==> src/gda_pkg.sv <==
// shared types, constants and table functions of the gregorian date arithmetic core
package gda_pkg;

  localparam int MODE_W  = 2;
  localparam int DIN_W   = 6;
  localparam int MON_W   = 4;
  localparam int YEAR_W  = 14;
  localparam int DYS_W   = 22;
  localparam int DAY_W   = 5;
  localparam int DIFF_W  = 23;
  localparam int STAT_W  = 2;
  localparam int REM_W   = 23;
  localparam int ACC_W   = 24;
  localparam int OFF_W   = 10;
  localparam int LVL_W   = 2;
  localparam int IDX_W   = 3;

  localparam logic [YEAR_W-1:0] MAX_YEAR = 14'd9999;

  localparam logic [MODE_W-1:0] MODE_LOAD = 2'd0;
  localparam logic [MODE_W-1:0] MODE_SUB  = 2'd1;
  localparam logic [MODE_W-1:0] MODE_DIFF = 2'd2;

  localparam logic [STAT_W-1:0] STAT_OK        = 2'd0;
  localparam logic [STAT_W-1:0] STAT_INVALID   = 2'd1;
  localparam logic [STAT_W-1:0] STAT_UNDERFLOW = 2'd2;

  localparam logic [LVL_W-1:0] LVL_400Y = 2'd0;
  localparam logic [LVL_W-1:0] LVL_100Y = 2'd1;
  localparam logic [LVL_W-1:0] LVL_4Y   = 2'd2;
  localparam logic [LVL_W-1:0] LVL_1Y   = 2'd3;

  localparam logic [MON_W-1:0] MON_FEB = 4'd2;
  localparam logic [MON_W-1:0] MON_DEC = 4'd12;

  // years covered by one unit of each cycle level
  function automatic logic [8:0] lvl_years(input logic [LVL_W-1:0] lvl);
    logic [8:0] r;
    case (lvl)
      LVL_400Y: r = 9'd400;
      LVL_100Y: r = 9'd100;
      LVL_4Y:   r = 9'd4;
      default:  r = 9'd1;
    endcase
    return r;
  endfunction

  // days covered by one unit of each cycle level
  function automatic logic [17:0] lvl_days(input logic [LVL_W-1:0] lvl);
    logic [17:0] r;
    case (lvl)
      LVL_400Y: r = 18'd146097;
      LVL_100Y: r = 18'd36524;
      LVL_4Y:   r = 18'd1461;
      default:  r = 18'd365;
    endcase
    return r;
  endfunction

  // highest quotient bit examined at each level
  function automatic logic [IDX_W-1:0] lvl_top(input logic [LVL_W-1:0] lvl);
    logic [IDX_W-1:0] r;
    case (lvl)
      LVL_400Y: r = 3'd5;
      LVL_100Y: r = 3'd1;
      LVL_4Y:   r = 3'd4;
      default:  r = 3'd1;
    endcase
    return r;
  endfunction

  function automatic logic [8:0] days_before_month(input logic [MON_W-1:0] m);
    logic [8:0] r;
    case (m)
      4'd1:    r = 9'd0;
      4'd2:    r = 9'd31;
      4'd3:    r = 9'd59;
      4'd4:    r = 9'd90;
      4'd5:    r = 9'd120;
      4'd6:    r = 9'd151;
      4'd7:    r = 9'd181;
      4'd8:    r = 9'd212;
      4'd9:    r = 9'd243;
      4'd10:   r = 9'd273;
      4'd11:   r = 9'd304;
      4'd12:   r = 9'd334;
      default: r = 9'd0;
    endcase
    return r;
  endfunction

  function automatic logic [DAY_W-1:0] month_len(input logic [MON_W-1:0] m,
                                                 input logic leap);
    logic [DAY_W-1:0] r;
    if (m inside {4'd4, 4'd6, 4'd9, 4'd11}) begin
      r = 5'd30;
    end else if (m == MON_FEB) begin
      r = leap ? 5'd29 : 5'd28;
    end else begin
      r = 5'd31;
    end
    return r;
  endfunction

endpackage

==> src/gda_in_if.sv <==
// command channel of the date core: mode and date operands
interface gda_in_if;
  logic                             valid;
  logic                             ready;
  logic [gda_pkg::MODE_W-1:0]       mode;
  logic [gda_pkg::DIN_W-1:0]        day_in;
  logic [gda_pkg::MON_W-1:0]        month_in;
  logic [gda_pkg::YEAR_W-1:0]       year_in;
  logic [gda_pkg::DYS_W-1:0]        days_to_subtract;

  modport source (output valid, mode, day_in, month_in, year_in, days_to_subtract,
                  input ready);
  modport sink (input valid, mode, day_in, month_in, year_in, days_to_subtract,
                output ready);
endinterface

==> src/gda_out_if.sv <==
// result channel of the date core: stored date, difference and status
interface gda_out_if;
  logic                              valid;
  logic                              ready;
  logic [gda_pkg::DAY_W-1:0]         day_out;
  logic [gda_pkg::MON_W-1:0]         month_out;
  logic [gda_pkg::YEAR_W-1:0]        year_out;
  logic signed [gda_pkg::DIFF_W-1:0] difference;
  logic [gda_pkg::STAT_W-1:0]        status;

  modport source (output valid, day_out, month_out, year_out, difference, status,
                  input ready);
  modport sink (input valid, day_out, month_out, year_out, difference, status,
                output ready);
endinterface

==> src/gregorian_date_arithmetic_core.sv <==
// gregorian date arithmetic core: stored date with load, subtract and difference
// usage:
//   in_ch carries one command beat: mode, day_in, month_in, year_in, days_to_subtract.
//   out_ch returns exactly one beat per command: the stored date after the command,
//   the signed difference (mode 2 only, else 0) and a status code.
//   load (mode 0) and no-op (mode 3) go from accept straight to the done state.
//   subtract with days_to_subtract below the stored day does so as well.
//   a full subtract converts the date to a day serial (15 steps), subtracts, then
//   converts back (15 steps) and walks up to 11 months.
//   difference converts two dates to serials.
//   every step goes through one conditional subtract/accumulate unit that peels
//   400, 100, 4 and 1 year blocks a quotient bit at a time; that unit sets the time.
//   in_ch.ready is high only while the sequencer is idle, one command at a time.
//   results sit in an output register; a new command may be accepted while the
//   last result waits, but its own result holds until out_ch.ready frees the register.
//   reset (rst_n low, synchronous) sets the stored date to 1/1/1 and drops out valid.
module gregorian_date_arithmetic_core (
  input  logic          clk,
  input  logic          rst_n,
  gda_in_if.sink        in_ch,
  gda_out_if.source     out_ch
);

  localparam logic [2:0] S_IDLE  = 3'd0;
  localparam logic [2:0] S_DIV   = 3'd1;
  localparam logic [2:0] S_FINF  = 3'd2;
  localparam logic [2:0] S_SUBDY = 3'd3;
  localparam logic [2:0] S_MWALK = 3'd4;
  localparam logic [2:0] S_DONE  = 3'd5;

  logic [2:0]                       state_r, state_nxt;
  logic [gda_pkg::MODE_W-1:0]       mode_r, mode_nxt;
  logic [gda_pkg::DAY_W-1:0]        gd_r, gd_nxt;
  logic [gda_pkg::MON_W-1:0]        gm_r, gm_nxt;
  logic [gda_pkg::DYS_W-1:0]        dy_r, dy_nxt;
  logic [gda_pkg::DAY_W-1:0]        cur_day_r, cur_day_nxt;
  logic [gda_pkg::MON_W-1:0]        cur_month_r, cur_month_nxt;
  logic [gda_pkg::YEAR_W-1:0]       cur_year_r, cur_year_nxt;
  logic [gda_pkg::REM_W-1:0]        rem_r, rem_nxt;
  logic [gda_pkg::ACC_W-1:0]        acc_r, acc_nxt;
  logic [gda_pkg::LVL_W-1:0]        lvl_r, lvl_nxt;
  logic [gda_pkg::IDX_W-1:0]        idx_r, idx_nxt;
  logic                             fwd_r, fwd_nxt;
  logic                             giv_r, giv_nxt;
  logic                             neg_r, neg_nxt;
  logic [1:0]                       qb_r, qb_nxt;
  logic [4:0]                       qc_r, qc_nxt;
  logic [1:0]                       qe_r, qe_nxt;
  logic [gda_pkg::MON_W-1:0]        mw_r, mw_nxt;
  logic [gda_pkg::DIFF_W-1:0]       diff_r, diff_nxt;
  logic [gda_pkg::STAT_W-1:0]       status_r, status_nxt;

  logic                             out_valid_r, out_valid_nxt;
  logic [gda_pkg::DAY_W-1:0]        out_day_r, out_day_nxt;
  logic [gda_pkg::MON_W-1:0]        out_month_r, out_month_nxt;
  logic [gda_pkg::YEAR_W-1:0]       out_year_r, out_year_nxt;
  logic [gda_pkg::DIFF_W-1:0]       out_diff_r, out_diff_nxt;
  logic [gda_pkg::STAT_W-1:0]       out_status_r, out_status_nxt;

  logic                             in_beat;
  logic                             in_ok;
  logic                             leap;
  logic [gda_pkg::DAY_W-1:0]        sel_d;
  logic [gda_pkg::MON_W-1:0]        sel_m;
  logic [gda_pkg::OFF_W-1:0]        off;
  logic [gda_pkg::REM_W-1:0]        div_days, div_years;
  logic [gda_pkg::REM_W-1:0]        dv, av;
  logic [gda_pkg::ACC_W-1:0]        rem_diff;
  logic                             fits;
  logic [gda_pkg::ACC_W-1:0]        acc_b;
  logic                             acc_sub;
  logic [gda_pkg::ACC_W-1:0]        acc_sum;
  logic                             out_free;

  assign in_ch.ready       = (state_r == S_IDLE);
  assign in_beat           = in_ch.valid && in_ch.ready;
  assign out_ch.valid      = out_valid_r;
  assign out_ch.day_out    = out_day_r;
  assign out_ch.month_out  = out_month_r;
  assign out_ch.year_out   = out_year_r;
  assign out_ch.difference = out_diff_r;
  assign out_ch.status     = out_status_r;
  assign out_free          = !out_valid_r || out_ch.ready;

  assign in_ok = (in_ch.day_in >= 6'd1) && (in_ch.day_in <= 6'd31) &&
                 (in_ch.month_in >= 4'd1) && (in_ch.month_in <= gda_pkg::MON_DEC) &&
                 (in_ch.year_in >= 14'd1) && (in_ch.year_in <= gda_pkg::MAX_YEAR);

  // leap year from the block quotients of year-1 (100s, 4s, 1s)
  assign leap = (qe_r == 2'd3) && ((qc_r != 5'd24) || (qb_r == 2'd3));

  assign sel_d = giv_r ? gd_r : cur_day_r;
  assign sel_m = giv_r ? gm_r : cur_month_r;

  // day-of-year offset; subtract path folds in the serial-to-zero-based minus one
  assign off = gda_pkg::OFF_W'(gda_pkg::days_before_month(sel_m))
             + gda_pkg::OFF_W'((sel_m > gda_pkg::MON_FEB) && leap)
             + gda_pkg::OFF_W'(sel_d)
             - gda_pkg::OFF_W'(mode_r == gda_pkg::MODE_SUB);

  assign div_days  = gda_pkg::REM_W'(gda_pkg::lvl_days(lvl_r)) << idx_r;
  assign div_years = gda_pkg::REM_W'(gda_pkg::lvl_years(lvl_r)) << idx_r;

  always_comb begin
    if (state_r == S_MWALK) begin
      dv = gda_pkg::REM_W'(gda_pkg::month_len(mw_r, leap));
      av = div_years;
    end else begin
      dv = fwd_r ? div_years : div_days;
      av = fwd_r ? div_days : div_years;
    end
  end

  // shared unit: trial subtract on the remainder, add/subtract on the accumulator
  assign rem_diff = {1'b0, rem_r} - {1'b0, dv};
  assign fits     = !rem_diff[gda_pkg::ACC_W-1];

  always_comb begin
    case (state_r)
      S_FINF: begin
        acc_b   = gda_pkg::ACC_W'(off);
        acc_sub = neg_r;
      end
      S_SUBDY: begin
        acc_b   = gda_pkg::ACC_W'(dy_r);
        acc_sub = 1'b1;
      end
      default: begin
        acc_b   = {1'b0, av};
        acc_sub = neg_r;
      end
    endcase
  end

  assign acc_sum = acc_r + (acc_b ^ {gda_pkg::ACC_W{acc_sub}})
                 + gda_pkg::ACC_W'(acc_sub);

  always_comb begin
    state_nxt      = state_r;
    mode_nxt       = mode_r;
    gd_nxt         = gd_r;
    gm_nxt         = gm_r;
    dy_nxt         = dy_r;
    cur_day_nxt    = cur_day_r;
    cur_month_nxt  = cur_month_r;
    cur_year_nxt   = cur_year_r;
    rem_nxt        = rem_r;
    acc_nxt        = acc_r;
    lvl_nxt        = lvl_r;
    idx_nxt        = idx_r;
    fwd_nxt        = fwd_r;
    giv_nxt        = giv_r;
    neg_nxt        = neg_r;
    qb_nxt         = qb_r;
    qc_nxt         = qc_r;
    qe_nxt         = qe_r;
    mw_nxt         = mw_r;
    diff_nxt       = diff_r;
    status_nxt     = status_r;
    out_valid_nxt  = out_valid_r && !out_ch.ready;
    out_day_nxt    = out_day_r;
    out_month_nxt  = out_month_r;
    out_year_nxt   = out_year_r;
    out_diff_nxt   = out_diff_r;
    out_status_nxt = out_status_r;

    case (state_r)
      S_IDLE: begin
        if (in_beat) begin
          mode_nxt   = in_ch.mode;
          gd_nxt     = in_ch.day_in[gda_pkg::DAY_W-1:0];
          gm_nxt     = in_ch.month_in;
          dy_nxt     = in_ch.days_to_subtract;
          diff_nxt   = '0;
          status_nxt = gda_pkg::STAT_OK;
          acc_nxt    = '0;
          lvl_nxt    = gda_pkg::LVL_400Y;
          idx_nxt    = gda_pkg::lvl_top(gda_pkg::LVL_400Y);
          fwd_nxt    = 1'b1;
          giv_nxt    = 1'b0;
          neg_nxt    = 1'b0;
          qb_nxt     = '0;
          qc_nxt     = '0;
          qe_nxt     = '0;
          rem_nxt    = gda_pkg::REM_W'(cur_year_r - 14'd1);
          state_nxt  = S_DONE;
          case (in_ch.mode)
            gda_pkg::MODE_LOAD: begin
              if (in_ok) begin
                cur_day_nxt   = in_ch.day_in[gda_pkg::DAY_W-1:0];
                cur_month_nxt = in_ch.month_in;
                cur_year_nxt  = in_ch.year_in;
              end else begin
                status_nxt = gda_pkg::STAT_INVALID;
              end
            end
            gda_pkg::MODE_SUB: begin
              if (gda_pkg::DYS_W'(cur_day_r) > in_ch.days_to_subtract) begin
                cur_day_nxt = cur_day_r - in_ch.days_to_subtract[gda_pkg::DAY_W-1:0];
              end else begin
                state_nxt = S_DIV;
              end
            end
            gda_pkg::MODE_DIFF: begin
              if (in_ok) begin
                // given date first, accumulated negative
                giv_nxt   = 1'b1;
                neg_nxt   = 1'b1;
                rem_nxt   = gda_pkg::REM_W'(in_ch.year_in - 14'd1);
                state_nxt = S_DIV;
              end else begin
                status_nxt = gda_pkg::STAT_INVALID;
              end
            end
            default: begin
              status_nxt = gda_pkg::STAT_OK;
            end
          endcase
        end
      end

      S_DIV: begin
        if (fits) begin
          rem_nxt = rem_diff[gda_pkg::REM_W-1:0];
          acc_nxt = acc_sum;
        end
        case (lvl_r)
          gda_pkg::LVL_100Y: qb_nxt = {qb_r[0], fits};
          gda_pkg::LVL_4Y:   qc_nxt = {qc_r[3:0], fits};
          gda_pkg::LVL_1Y:   qe_nxt = {qe_r[0], fits};
          default:           qb_nxt = qb_r;
        endcase
        if (idx_r == '0) begin
          if (lvl_r == gda_pkg::LVL_1Y) begin
            if (fwd_r) begin
              state_nxt = S_FINF;
            end else begin
              mw_nxt    = 4'd1;
              state_nxt = S_MWALK;
            end
          end else begin
            lvl_nxt = lvl_r + 2'd1;
            idx_nxt = gda_pkg::lvl_top(lvl_r + 2'd1);
          end
        end else begin
          idx_nxt = idx_r - 3'd1;
        end
      end

      S_FINF: begin
        acc_nxt = acc_sum;
        if (mode_r == gda_pkg::MODE_SUB) begin
          state_nxt = S_SUBDY;
        end else if (giv_r) begin
          // second pass on the stored date, accumulator keeps minus given serial
          giv_nxt   = 1'b0;
          neg_nxt   = 1'b0;
          rem_nxt   = gda_pkg::REM_W'(cur_year_r - 14'd1);
          lvl_nxt   = gda_pkg::LVL_400Y;
          idx_nxt   = gda_pkg::lvl_top(gda_pkg::LVL_400Y);
          qb_nxt    = '0;
          qc_nxt    = '0;
          qe_nxt    = '0;
          state_nxt = S_DIV;
        end else begin
          // saturate to the output range
          if (acc_sum[gda_pkg::ACC_W-1] != acc_sum[gda_pkg::ACC_W-2]) begin
            diff_nxt = acc_sum[gda_pkg::ACC_W-1] ? {1'b1, {(gda_pkg::DIFF_W-1){1'b0}}}
                                                 : {1'b0, {(gda_pkg::DIFF_W-1){1'b1}}};
          end else begin
            diff_nxt = acc_sum[gda_pkg::DIFF_W-1:0];
          end
          state_nxt = S_DONE;
        end
      end

      S_SUBDY: begin
        if (acc_sum[gda_pkg::ACC_W-1]) begin
          status_nxt = gda_pkg::STAT_UNDERFLOW;
          state_nxt  = S_DONE;
        end else begin
          rem_nxt   = acc_sum[gda_pkg::REM_W-1:0];
          acc_nxt   = '0;
          fwd_nxt   = 1'b0;
          neg_nxt   = 1'b0;
          lvl_nxt   = gda_pkg::LVL_400Y;
          idx_nxt   = gda_pkg::lvl_top(gda_pkg::LVL_400Y);
          qb_nxt    = '0;
          qc_nxt    = '0;
          qe_nxt    = '0;
          state_nxt = S_DIV;
        end
      end

      S_MWALK: begin
        if ((mw_r < gda_pkg::MON_DEC) && fits) begin
          rem_nxt = rem_diff[gda_pkg::REM_W-1:0];
          mw_nxt  = mw_r + 4'd1;
        end else begin
          cur_day_nxt   = rem_r[gda_pkg::DAY_W-1:0] + 5'd1;
          cur_month_nxt = mw_r;
          cur_year_nxt  = acc_r[gda_pkg::YEAR_W-1:0] + 14'd1;
          state_nxt     = S_DONE;
        end
      end

      S_DONE: begin
        if (out_free) begin
          out_valid_nxt  = 1'b1;
          out_day_nxt    = cur_day_r;
          out_month_nxt  = cur_month_r;
          out_year_nxt   = cur_year_r;
          out_diff_nxt   = diff_r;
          out_status_nxt = status_r;
          state_nxt      = S_IDLE;
        end
      end

      default: begin
        state_nxt = S_IDLE;
      end
    endcase
  end

  always_ff @(posedge clk) begin
    if (!rst_n) begin
      state_r     <= S_IDLE;
      out_valid_r <= 1'b0;
      cur_day_r   <= 5'd1;
      cur_month_r <= 4'd1;
      cur_year_r  <= 14'd1;
    end else begin
      state_r     <= state_nxt;
      out_valid_r <= out_valid_nxt;
      cur_day_r   <= cur_day_nxt;
      cur_month_r <= cur_month_nxt;
      cur_year_r  <= cur_year_nxt;
    end
  end

  always_ff @(posedge clk) begin
    mode_r       <= mode_nxt;
    gd_r         <= gd_nxt;
    gm_r         <= gm_nxt;
    dy_r         <= dy_nxt;
    rem_r        <= rem_nxt;
    acc_r        <= acc_nxt;
    lvl_r        <= lvl_nxt;
    idx_r        <= idx_nxt;
    fwd_r        <= fwd_nxt;
    giv_r        <= giv_nxt;
    neg_r        <= neg_nxt;
    qb_r         <= qb_nxt;
    qc_r         <= qc_nxt;
    qe_r         <= qe_nxt;
    mw_r         <= mw_nxt;
    diff_r       <= diff_nxt;
    status_r     <= status_nxt;
    out_day_r    <= out_day_nxt;
    out_month_r  <= out_month_nxt;
    out_year_r   <= out_year_nxt;
    out_diff_r   <= out_diff_nxt;
    out_status_r <= out_status_nxt;
  end

endmodule

==> src/flat_wrapper.sv <==
// flat-port wrapper written by rule: the top's interface ports become plain ports
module gregorian_date_arithmetic_core_flat 
  (clk, rst_n, in_ch_valid, in_ch_mode, in_ch_day_in, in_ch_month_in, in_ch_year_in, in_ch_days_to_subtract, in_ch_ready, out_ch_valid, out_ch_day_out, out_ch_month_out, out_ch_year_out, out_ch_difference, out_ch_status, out_ch_ready);
  gda_in_if in_ch_i ();
  gda_out_if out_ch_i ();
  input  logic clk;
  input  logic rst_n;
  input wire logic [$bits(in_ch_i.valid)-1:0] in_ch_valid;
  input wire logic [$bits(in_ch_i.mode)-1:0] in_ch_mode;
  input wire logic [$bits(in_ch_i.day_in)-1:0] in_ch_day_in;
  input wire logic [$bits(in_ch_i.month_in)-1:0] in_ch_month_in;
  input wire logic [$bits(in_ch_i.year_in)-1:0] in_ch_year_in;
  input wire logic [$bits(in_ch_i.days_to_subtract)-1:0] in_ch_days_to_subtract;
  output wire logic [$bits(in_ch_i.ready)-1:0] in_ch_ready;
  output wire logic [$bits(out_ch_i.valid)-1:0] out_ch_valid;
  output wire logic [$bits(out_ch_i.day_out)-1:0] out_ch_day_out;
  output wire logic [$bits(out_ch_i.month_out)-1:0] out_ch_month_out;
  output wire logic [$bits(out_ch_i.year_out)-1:0] out_ch_year_out;
  output wire logic [$bits(out_ch_i.difference)-1:0] out_ch_difference;
  output wire logic [$bits(out_ch_i.status)-1:0] out_ch_status;
  input wire logic [$bits(out_ch_i.ready)-1:0] out_ch_ready;
  assign in_ch_i.valid = in_ch_valid;
  assign in_ch_i.mode = in_ch_mode;
  assign in_ch_i.day_in = in_ch_day_in;
  assign in_ch_i.month_in = in_ch_month_in;
  assign in_ch_i.year_in = in_ch_year_in;
  assign in_ch_i.days_to_subtract = in_ch_days_to_subtract;
  assign in_ch_ready = in_ch_i.ready;
  assign out_ch_valid = out_ch_i.valid;
  assign out_ch_day_out = out_ch_i.day_out;
  assign out_ch_month_out = out_ch_i.month_out;
  assign out_ch_year_out = out_ch_i.year_out;
  assign out_ch_difference = out_ch_i.difference;
  assign out_ch_status = out_ch_i.status;
  assign out_ch_i.ready = out_ch_ready;
  gregorian_date_arithmetic_core u_core (.clk(clk), .rst_n(rst_n), .in_ch(in_ch_i), .out_ch(out_ch_i));
endmodule
==> config.mk <==
export PLATFORM = sky130hd
export DESIGN_NAME = gregorian_date_arithmetic_core_flat
export DESIGN_NICKNAME = d
export VERILOG_FILES = /design/src/gda_pkg.sv /design/src/gda_in_if.sv /design/src/gda_out_if.sv /design/src/gregorian_date_arithmetic_core.sv /design/src/flat_wrapper.sv
export SDC_FILE = /design/constraint.sdc
export NUM_CORES = 1
export LEC_CHECK = 0
export BUFFER_PORTS_ARGS = -buffer_cell sky130_fd_sc_hd__buf_2
export CAP_MARGIN = 20
export CORE_ASPECT_RATIO = 0.6
export CORE_UTILIZATION = 28
export DETAILED_ROUTE_END_ITERATION = 10
export HOLD_SLACK_MARGIN = 0.15
export MAX_ROUTING_LAYER = met4
export RECOVER_POWER = 50
export REMOVE_ABC_BUFFERS = 1
export SYNTH_ARGS = -nofsm -noshare
export SYNTH_HDL_FRONTEND = slang
export SYNTH_SLANG_ARGS = --single-unit
==> constraint.sdc <==
create_clock -name clk -period 25.1 [get_ports clk]
set_input_delay 3.765 -clock clk [delete_from_list [all_inputs] [get_ports clk]]
set_output_delay 3.765 -clock clk [all_outputs]
set_load 0.02 [all_outputs]
# Word-level counts from Yosys, hierarchy flattened
# Memories as Yosys holds them, arrays and structs flattened.
# Index checks and enable logic that the tools add are counted.
totals:
  n_memories: 1
  ff_bits: 201
  wordCells: 253
  mem_bits_ro: 144
  latch_bits: 0
  mem_bits_rw: 0
mem_list:
  columns: ["name", "depth", "width", "read_ports", "rd_ports_with_merged_regs", "write_ports", "line", "rtl"]
  rows:
  - ["(name not given)", 16, 9, 1, 0, 0, "gda_pkg.sv:74", "case (m)"]
op_classes:
  n_addsub: 14
  muxes: 109
  div: 0
  reduce_logical: 47
  bitwise_logic: 1
  mul: 0
  order_cmp: 9
  shift: 2
  eq_ne: 43
ops:
  columns: ["operator", "count"]
  rows:
  - ["two-way mux 23 bit", 17]
  - ["one-hot mux 23 bit (5 select lines)", 1]
  - ["one-hot mux 24 bit (4 select lines)", 1]
  - ["one-hot mux 23 bit (2 select lines)", 2]
  - ["two-way mux 24 bit", 3]
  - ["two-way mux 5 bit", 12]
  - ["two-way mux 14 bit", 4]
  - ["one-hot mux 18 bit (3 select lines)", 1]
  - ["two-way mux 3 bit", 17]
  - ["two-way mux 4 bit", 9]
  - ["AND reduction 6 bit", 5]
  - ["subtractor 14 x 1 -> 15 bit (second input constant)", 2]
  - ["one-hot mux 14 bit (2 select lines)", 1]
  - ["one-hot mux 9 bit (3 select lines)", 1]
  - ["inequality test 2 bit (second input constant)", 13]
  - ["adder 24 x 1 -> 24 bit", 1]
  - ["adder 24 bit", 1]
  - ["one-hot mux 2 bit (4 select lines)", 3]
  - ["subtractor 23 x 23 -> 24 bit", 1]
  - ["bitwise XOR 23 x 24 -> 24 bit", 1]
  - ["left shift 18 x 3 -> 23 bit", 1]
  - ["left shift 9 x 3 -> 23 bit", 1]
  - ["> comparator 5 x 22 -> 1 bit", 1]
  - ["two-way mux 2 bit", 11]
  - ["54 further kinds", 115]

# Longest topological paths before layout
# Gate-level depths: netlist of run 1.
depth:
  depth_word: 16
  mapped_depth: 30

# Least setup slack after synthesis of run 1
# OpenSTA, ideal clock, no wires.
synth_timing:
  path_type: "flip-flop to flip-flop"
  from: "register u_core.giv_r"
  to: "register u_core.acc_r[0] (netlist bit), enable pin"
  path_slack_ns: 17.235
  setup_ns: 0.442
  path_buffers: 2
  t_required_ns: 24.658
  t_arrival_ns: 7.423
  stages_incl_launch_ff: 28
  cell_sequence: "edfxtp_1 -> buf_1 -> mux2i_1 -> clkbuf_1 -> nor2_1 -> a22oi_1 -> ha_1 -> fa_1 -> fa_1 -> nor2b_1 -> o21ai_0 -> nand2b_1 -> a21o_1 -> a21o_1 -> a31oi_1 -> xor2_1 -> a21boi_0 -> xnor2_1 -> ha_1 -> a21oi_1 -> o221ai_1 -> nand3_1 -> a21boi_0 -> nor3_2 -> xnor2_2 -> xnor2_4 -> mux2i_1 -> a211oi_1"
synth_via:
  elab_chain_cells: 12
  word_cells_on_any_way: 14
synth_lines:
  columns: ["item", "line", "rtl"]
  rows:
  - ["from (decl)", "gregorian_date_arithmetic_core.sv:44", "logic giv_r, giv_nxt;"]
  - ["from (signal assigned)", "gregorian_date_arithmetic_core.sv:351", "giv_r <= giv_nxt;"]
  - ["two-way mux 4 bit", "gregorian_date_arithmetic_core.sv:93", "assign sel_m = giv_r ? gm_r : cur_month_r;"]
  - ["> comparator 4 x 2 -> 1 bit", "gregorian_date_arithmetic_core.sv:97", "+ gda_pkg::OFF_W'((sel_m > gda_pkg::MON_FEB) && leap)"]
  - ["logical AND 1 bit", "gregorian_date_arithmetic_core.sv:97", null]
  - ["adder 9 x 1 -> 10 bit", "gregorian_date_arithmetic_core.sv:97", null]
  - ["adder 10 x 5 -> 10 bit *", "gregorian_date_arithmetic_core.sv:98", "+ gda_pkg::OFF_W'(sel_d)"]
  - ["subtractor 10 x 1 -> 10 bit *", "gregorian_date_arithmetic_core.sv:99", "- gda_pkg::OFF_W'(mode_r == gda_pkg::MODE_SUB);"]
  - ["one-hot mux 23 bit (2 select lines) *", "gregorian_date_arithmetic_core.sv:119", "case (state_r)"]
  - ["bitwise XOR 23 x 24 -> 24 bit *", "gregorian_date_arithmetic_core.sv:135", "assign acc_sum = acc_r + (acc_b ^ {gda_pkg::ACC_W{acc_sub}})"]
  - ["adder 24 bit *", "gregorian_date_arithmetic_core.sv:135", null]
  - ["adder 24 x 1 -> 24 bit *", "gregorian_date_arithmetic_core.sv:136", "+ gda_pkg::ACC_W'(acc_sub);"]
  - ["inequality test 2 bit (no line) *", null, null]
  - ["AND reduction 4 bit (no line) *", null, null]
  - ["to (signal assigned)", "gregorian_date_arithmetic_core.sv:347", "acc_r <= acc_nxt;"]
  - ["to (decl)", "gregorian_date_arithmetic_core.sv:40", "logic [gda_pkg::ACC_W-1:0] acc_r, acc_nxt;"]
# Every way passes the cells marked *; elsewhere a longest branch is shown, timed or not.
# A chain may end at the register's enable or synchronous reset.

# Worst setup path in the final report of run 1
layout_timing:
  from: "register u_core.state_r[0]"
  to: "register u_core.acc_r[3] (netlist bit), enable pin"
layout_via:
  elab_chain_cells: 8
  word_cells_on_any_way: 19
layout_lines:
  columns: ["item", "line", "rtl"]
  rows:
  - ["from (decl)", "gregorian_date_arithmetic_core.sv:31", "logic [2:0] state_r, state_nxt;"]
  - ["from (signal assigned)", "gregorian_date_arithmetic_core.sv:333", "state_r <= state_nxt;"]
  - ["equality test 3 bit", "gregorian_date_arithmetic_core.sv:105", "if (state_r == S_MWALK) begin"]
  - ["two-way mux 23 bit", "gregorian_date_arithmetic_core.sv:105", null]
  - ["one-hot mux 23 bit (2 select lines)", "gregorian_date_arithmetic_core.sv:119", null]
  - ["bitwise XOR 23 x 24 -> 24 bit", "gregorian_date_arithmetic_core.sv:135", null]
  - ["adder 24 bit", "gregorian_date_arithmetic_core.sv:135", null]
  - ["adder 24 x 1 -> 24 bit", "gregorian_date_arithmetic_core.sv:136", null]
  - ["inequality test 2 bit (no line)", null, null]
  - ["AND reduction 4 bit (no line) *", null, null]
# Marks and branches as above.

==> results of run 1 <==
[synth_stat cells, types with 10 or more instances]
master / instances
mux2i_1: 34
mux2_2: 10
nor3_1: 40
a31oi_1: 18
xnor2_1: 61
a21o_1: 34
nand2b_1: 20
nand3_1: 52
dfxtp_1: 27
edfxtp_1: 174
xor2_1: 41
buf_1: 13
o21ai_0: 105
clkbuf_1: 53
a21oi_1: 102
nand2_1: 138
nor2b_1: 19
nor2_1: 127
a22oi_1: 12
o211ai_1: 27
ha_1: 93
inv_1: 63
and2_1: 12
o221ai_1: 20
a211oi_1: 15
a21oi_2: 20
[cell families after synthesis]
| kind of cell | Yosys count |
|---|---|
| simple gates | 475 |
| compound gates | 440 |
| flops | 201 |
| buf+inv | 149 |
| xor+xnor | 104 |
| fa+ha+maj | 98 |
| mux | 44 |
[flip-flops by register name, summed over array words and instances (netlist names), 4 cells and up]
name	flops
u_core.dy_r	22
u_core.out_ch.month_out	4
u_core.mw_r	4
u_core.cur_month_r	4
u_core.out_ch.day_out	5
u_core.out_ch.difference	23
u_core.cur_day_r	5
u_core.out_ch.year_out	14
u_core.cur_year_r	14
u_core.diff_r	23
u_core.acc_r	24
u_core.gd_r	5
u_core.gm_r	4
u_core.qc_r	5
u_core.rem_r	23
[worst max path at each step]
stage                            end  cells after the start  slack, ns
finish               u_core.acc_r[3]                     20      15.56
global placement    u_core.diff_r[1]                     24      17.81
global route        u_core.acc_r[16]                     20      15.36
floorplan            u_core.acc_r[0]                     15      16.33
CTS                 u_core.diff_r[1]                     25      17.66
detailed placement  u_core.diff_r[1]                     24      17.69
[per-stage QoR]
step                      worst slack, ns  utilization, %  hold slack [ns]
final                               15.56            32.5            0.419
after global routing                15.36            32.5            0.430
after CTS                           17.66            32.6            0.416
after detailed placement            17.69            31.0            0.407
after global placement              17.81            31.0            0.407
after floorplan                     16.33               -            0.400
[routing by layer]
layer | share of wire (%) | global-route usage (%) | up-vias
li1 | - | - | 5697
met2 | 37 | 24.7 | 554
met4 | 1.4 | 3.04 | 0
met5 | 0 | - | -
met1 | 51 | 30.2 | 5930
met3 | 10 | 4.93 | 44
[area by class of cell]
class	count	area, um^2
tap	682	853
clock inverter	11	138
inverter	67	251
clock buffer	29	669
sequential	201	5770
fill	5244	33600
timing repair buffer	125	609
multi-input combinational	1161	7890
[worst max-delay path, cell delays in order (launching register included)]
cell and delay [ns]:
dfxtp_1 0.31, clkbuf_1 1.45, inv_1 0.87, nand2_1 0.47, or2_0 1.52, nand3_1 0.78, o21ai_0 0.41, xnor2_1 0.10
nand2_1 0.06, o21ai_0 0.27, ha_1 0.59, nand3_1 0.20, nor2_1 0.25, a22oi_1 0.12, a21boi_0 0.25, nor3_2 0.10
xnor2_2 0.19, xnor2_4 0.35, mux2i_1 0.19, a211oi_4 0.26, buf_4 0.37
[layout by cell type (no fill, tap or decap), types with 8 or more instances in the layout]
cell type	netlist	final
a211oi_1	15	14
a21o_1	34	34
a21oi_1	102	102
a21oi_2	20	20
a221oi_1	9	9
a22oi_1	12	12
a31oi_1	18	18
and3_1	9	9
buf_2	5	61
buf_4	3	16
clkbuf_1	53	47
clkbuf_16	0	24
dfxtp_1	27	27
edfxtp_1	174	174
ha_1	93	93
inv_1	63	63
mux2_2	10	10
mux2i_1	34	34
nand2_1	138	138
nand2b_1	20	20
nand3_1	52	52
nand4_1	9	9
nor2_1	127	125
nor2b_1	19	19
nor3_1	40	40
o211ai_1	27	27
o21a_1	9	9
o21ai_0	105	105
o21bai_1	9	9
o221ai_1	20	20
o31ai_1	8	8
or3_1	9	9
xnor2_1	61	61
xor2_1	41	41
==> impl_metrics.yaml, run 1 <==
yosys:
  synthTopCellsByArea: "edfxtp_1, ha_1, dfxtp_1, xnor2_1, o21ai_0"
  synthDominantAreaCellType: "edfxtp_1"
  synth_xor_xnor_area_share_pct: 6.57
  edff_count_synth: 174
  ys_warn_count: 0
  yosys.area_share.adder_pct: 8.86
  postSynthAreaPerCell_um2: 9.44
  largest_family_of_logic_cells_by_synthesized_area: "compound AO/OA/AOI/OAI gates"
  synthCells: 1511
  synth_top_area_share_pct: 36.6
  muxShareOfSynthArea_pct: 3.18
  ys_async_sr_fraction_pct: 0
  netlist-cell-type-count: 86
  synth_sequential_area_ratio_pct: 40.4
  synth.ff_latch_count: 201
  synth_flop_cell: "edfxtp_1"
  synthesis.area_um2: 14300
  compound_gate_fraction_of_synth_area_pct: 20.5
  synth-simple-area-share_pct: 16.0
clock_network:
  insertion_delay_ns: 0.54
  tritoncts.num_buffers: 22
  postCtsResizedCells: 0
  cts_root_buffer: "clkbuf_16"
  cts-hold-fix-buffers: 0
  htreeDepth: 1
  cts_max_path_buffers: 3
  post_cts.repair.setup_buffers: 0
  clock_slew_at_the_register_clock_pins_of_the_worst_setup_and_hold_paths_ns: 0.06
  tritoncts: "done"
  clock_sinks: 201
die:
  die_x_um: 293
  fp.dieArea_um2: 51900
  floorplan.core_area_um2: 49800
  die_y_um: 177
  floorplan.initialDensity_pct: 28.6
  io-pin-count: 102
  rows: 63
outcome:
  run_status: "finished with violations"
  failed_checks: "capacitance limit, slew limit"
hold_path:
  min_delay_worst_type: "reg -> reg"
  min_path_cells: 0
  holdPathEnd: "u_core.out_ch.difference[7]"
  min-delay-start: "u_core.diff_r[7]"
drt:
  wl_um: 49500
  antenna_left: 0
  routedWlPerCell_um: 21.8
  route.vias.total: 12225
  initialDrtViolationCount: 1427
  drc: 0
  detail_route.first_pass.iterations: 5
  via_density: 5.37
timing:
  timing.final.hold_violations: 0
  period_share_pct: 38.0
  grt_setup_unrepaired: "false"
  setup_violations: 0
  setup_total_negative_slack_ns: 0
  highest_clock_rate_mhz: 105
  report.final.slew_viol_count: 290
  timing.final.crit_period_ns: 9.54
  clock-skew-final_ns: 0.0127
  slew_headroom_pct: -102
  worst_slew_pin_slew_ns: 3.03
cells_and_area:
  layout-area-overhead-vs-synth_pct: 13.4
  fin_area_um2: 16200
  design.final.nets: 1728
  diodes: 0
  instances_no_fill: 2276
  drive_above_1_share_pct: 11.1
setup_path:
  critPathMaxFanout: 38
  worst_endpoint_required_time_ns: 25.30
  regToRegSetupSlack_ns: 15.56
  ff2ff_path_depth: 20
  r2r-start: "u_core.state_r[0]"
  worst_r2r_endpoint: "u_core.acc_r[3]"
  worstSetupEndpointType: "flip-flop"
  critical_path.startpoint_type: "flip-flop"
  cp_data_arrival_time_ns: 9.74
  timing.critical_path.from: "u_core.state_r[0]"
  critical_path_class: "reg -> reg"
global_routing:
  global_route_wire_length_before_repair_um: 73500
  grt_use_total_pct: 19.4
  number_of_global_route_vias_before_repair: 11300
  antenna_found_initial: 1
  grt_start_max_net_pins: 54
  grt_overflow_total: 0
run:
  drv_cap: 8
placement:
  dpl-instance-area_um2: 15400
  place_congestion: 1.00
  dp_hpwl_um: 38700
  port_buffers: 101
  post-place-cells: 2235
Power of run 1 is left out: the tool's default activity adds up to more than one toggle a clock period on the data nets, which glitch-free logic cannot reach.
==> run 2, diff against run 1 <==
==> constraint.sdc (replaced) <==
create_clock -name clk -period 8.6 [get_ports clk]
set_input_delay 1.29 -clock clk [delete_from_list [all_inputs] [get_ports clk]]
set_output_delay 1.29 -clock clk [all_outputs]
set_load 0.02 [all_outputs]
==> run 2 against run 1 <==
Compared with the run above: the run still ends with capacitance limit, slew limit left; via count is 0.74% lower; first-iteration DRC count is 5.0% higher; die area stayed put; largest cell class unchanged; highest routed layer unchanged.
==> impl_metrics.yaml, run 2 (synthesis results as in run 1) <==
setup_path:
  critical_path.cell_chain: "buf_4, nand2_1, or2_0, inv_1, nor2_1, a21oi_1, mux2_2, ha_1, nand2_1, nor3_1, nand3_1, o21ai_0, nor3_2, xnor2_2, xnor2_4, o221ai_1, nor2_2, buf_4"
  slowest_delay_ns: 1.67
  cp_data_arrival_time_ns: 8.31
  worst_r2r_endpoint: "u_core.rem_r[1]"
  r2r-start: "u_core.state_r[1]"
  worstSetupEndpointType: "flip-flop"
  worst-path-buf-inv: 3
  critical-path-slowest-cell: "or2_0"
  critical_path_class: "reg -> reg"
  regToRegSetupSlack_ns: 0.51
  worst_endpoint_required_time_ns: 8.82
  worst_path_dominant_cell_family: "simple AND/OR/NAND/NOR gates"
  critPathMaxFanout: 31
  critical_path.startpoint_type: "flip-flop"
  ff2ff_path_depth: 18
timing:
  slew_headroom_pct: -101
  report.final.slew_viol_count: 279
  setup_violations: 0
  period_share_pct: 94.1
  finalHoldWorstSlack_ns: 0.412
  clock-skew-final_ns: 0.0151
  highest_clock_rate_mhz: 124
  timing.final.crit_period_ns: 8.09
  setup_total_negative_slack_ns: 0
  worst_slew_pin_slew_ns: 3.02
  grt_setup_unrepaired: "false"
  timing.final.hold_violations: 0
global_routing:
  number_of_global_route_vias_before_repair: 11148
  grt_overflow_total: 0
  grt_use_total_pct: 19.0
  global_route_wire_length_before_repair_um: 71800
  antenna_found_initial: 1
  grt_start_max_net_pins: 49
cells_and_area:
  flip_flop_count_of_the_largest_register_all_copies_and_words_added: 24
  layout-area-overhead-vs-synth_pct: 12.6
  instances_no_fill: 2273
  design.final.nets: 1726
  diodes: 0
  top_register: "u_core.acc_r"
  drive_above_1_share_pct: 8.17
  final_common_cell: "edfxtp_1"
  most-common-layout-cells: "edfxtp_1, nand2_1, nor2_1"
die:
  fp.dieArea_um2: 51900
  die_y_um: 177
  floorplan.initialDensity_pct: 28.6
  floorplan.core_area_um2: 49800
  io-pin-count: 102
  die_x_um: 293
  rows: 63
clock_network:
  tritoncts: "done"
  clock_sinks: 201
  cts-hold-fix-buffers: 0
  tritoncts.num_buffers: 21
  clock_slew_at_the_register_clock_pins_of_the_worst_setup_and_hold_paths_ns: 0.08
  cts_root_buffer: "clkbuf_16"
  post_cts.repair.setup_buffers: 0
  postCtsResizedCells: 0
  insertion_delay_ns: 0.54
  cts_max_path_buffers: 3
  htreeDepth: 1
drt:
  wl_um: 48800
  via_density: 5.34
  antenna_left: 0
  routedWlPerCell_um: 21.5
  route.vias.total: 12134
  drc: 0
  initialDrtViolationCount: 1498
  detail_route.first_pass.iterations: 6
placement:
  post-place-cells: 2235
  dp_hpwl_um: 38300
  place_congestion: 0.984
  port_buffers: 101
hold_path:
  holdPathEnd: "u_core.out_ch.difference[14]"
  min_delay_worst_type: "reg -> reg"
  min_path_cells: 0
  min-delay-start: "u_core.diff_r[14]"
outcome:
  run_status: "finished with violations"
  failed_checks: "capacitance limit, slew limit"
run:
  drv_cap: 9
[run 2: cell types whose count changed in the layout (fill, tap and decap cells not counted), moves of 2 or more]
cell | before | now
buf_2 | 61 | 21
bufinv_16 | 3 | 5
clkbuf_8 | 5 | 2
clkinvlp_4 | 4 | 1
clkbuf_1 | 47 | 93
clkbuf_16 | 24 | 21
[run 2: cell type report]
type | instances | area [um^2]
Clock buffer | 28 | 572
Clock inverter | 10 | 180
Fill cell | 5212 | 33800
Inverter | 67 | 251
Multi-Input combinational cell | 1161 | 7890
Sequential cell | 201 | 5770
Tap cell | 682 | 853
Timing Repair Buffer | 124 | 548
[run 2: worst register-to-register path, cell delays in order (launching register included)]
cell and delay, ns:
dfxtp_1 0.30, buf_4 0.25, nand2_1 0.20, or2_0 1.67, inv_1 0.98, nor2_1 1.03, a21oi_1 0.08, mux2_2 0.35
ha_1 0.40, nand2_1 0.11, nor3_1 0.28, nand3_1 0.17, o21ai_0 0.22, nor3_2 0.08, xnor2_2 0.19, xnor2_4 0.33
o221ai_1 0.19, nor2_2 0.61, buf_4 0.34
[run 2: how the worst max path moves through the flow]
stage | from | endpoint | slack [ns] | depth (start not counted)
CTS | u_core.giv_r | u_core.rem_r[10] | 0.95 | 26
detailed placement | u_core.giv_r | u_core.rem_r[1] | 0.95 | 26
global placement | u_core.giv_r | u_core.rem_r[1] | 1.14 | 26
finish | u_core.state_r[1] | u_core.rem_r[1] | 0.51 | 18
floorplan | u_core.state_r[2] | u_core.acc_r[0] | -0.17 | 15
global route | u_core.giv_r | u_core.rem_r[10] | 0.15 | 26
[run 2: layer usage]
layer	up-vias	part of all wire [%]	track usage (%)
met5	-	0	-
met4	0	2.2	3.78
met3	68	11	4.33
met2	562	37	23.7
li1	5700	-	-
met1	5804	51	30.0
[run 2: per-stage QoR]
stage          cell area, um^2  worst slack (ns)  util (%)
6_report                 16100             0.510      32.2
5_1_grt                  16100             0.152      32.2
4_1_cts                  16200             0.945      32.5
3_5_place_dp             15400             0.952      31.0
3_3_place_gp             15400              1.14      31.0
2_1_floorplan            13900            -0.174         -
Power of run 2 is left out for the same reason.
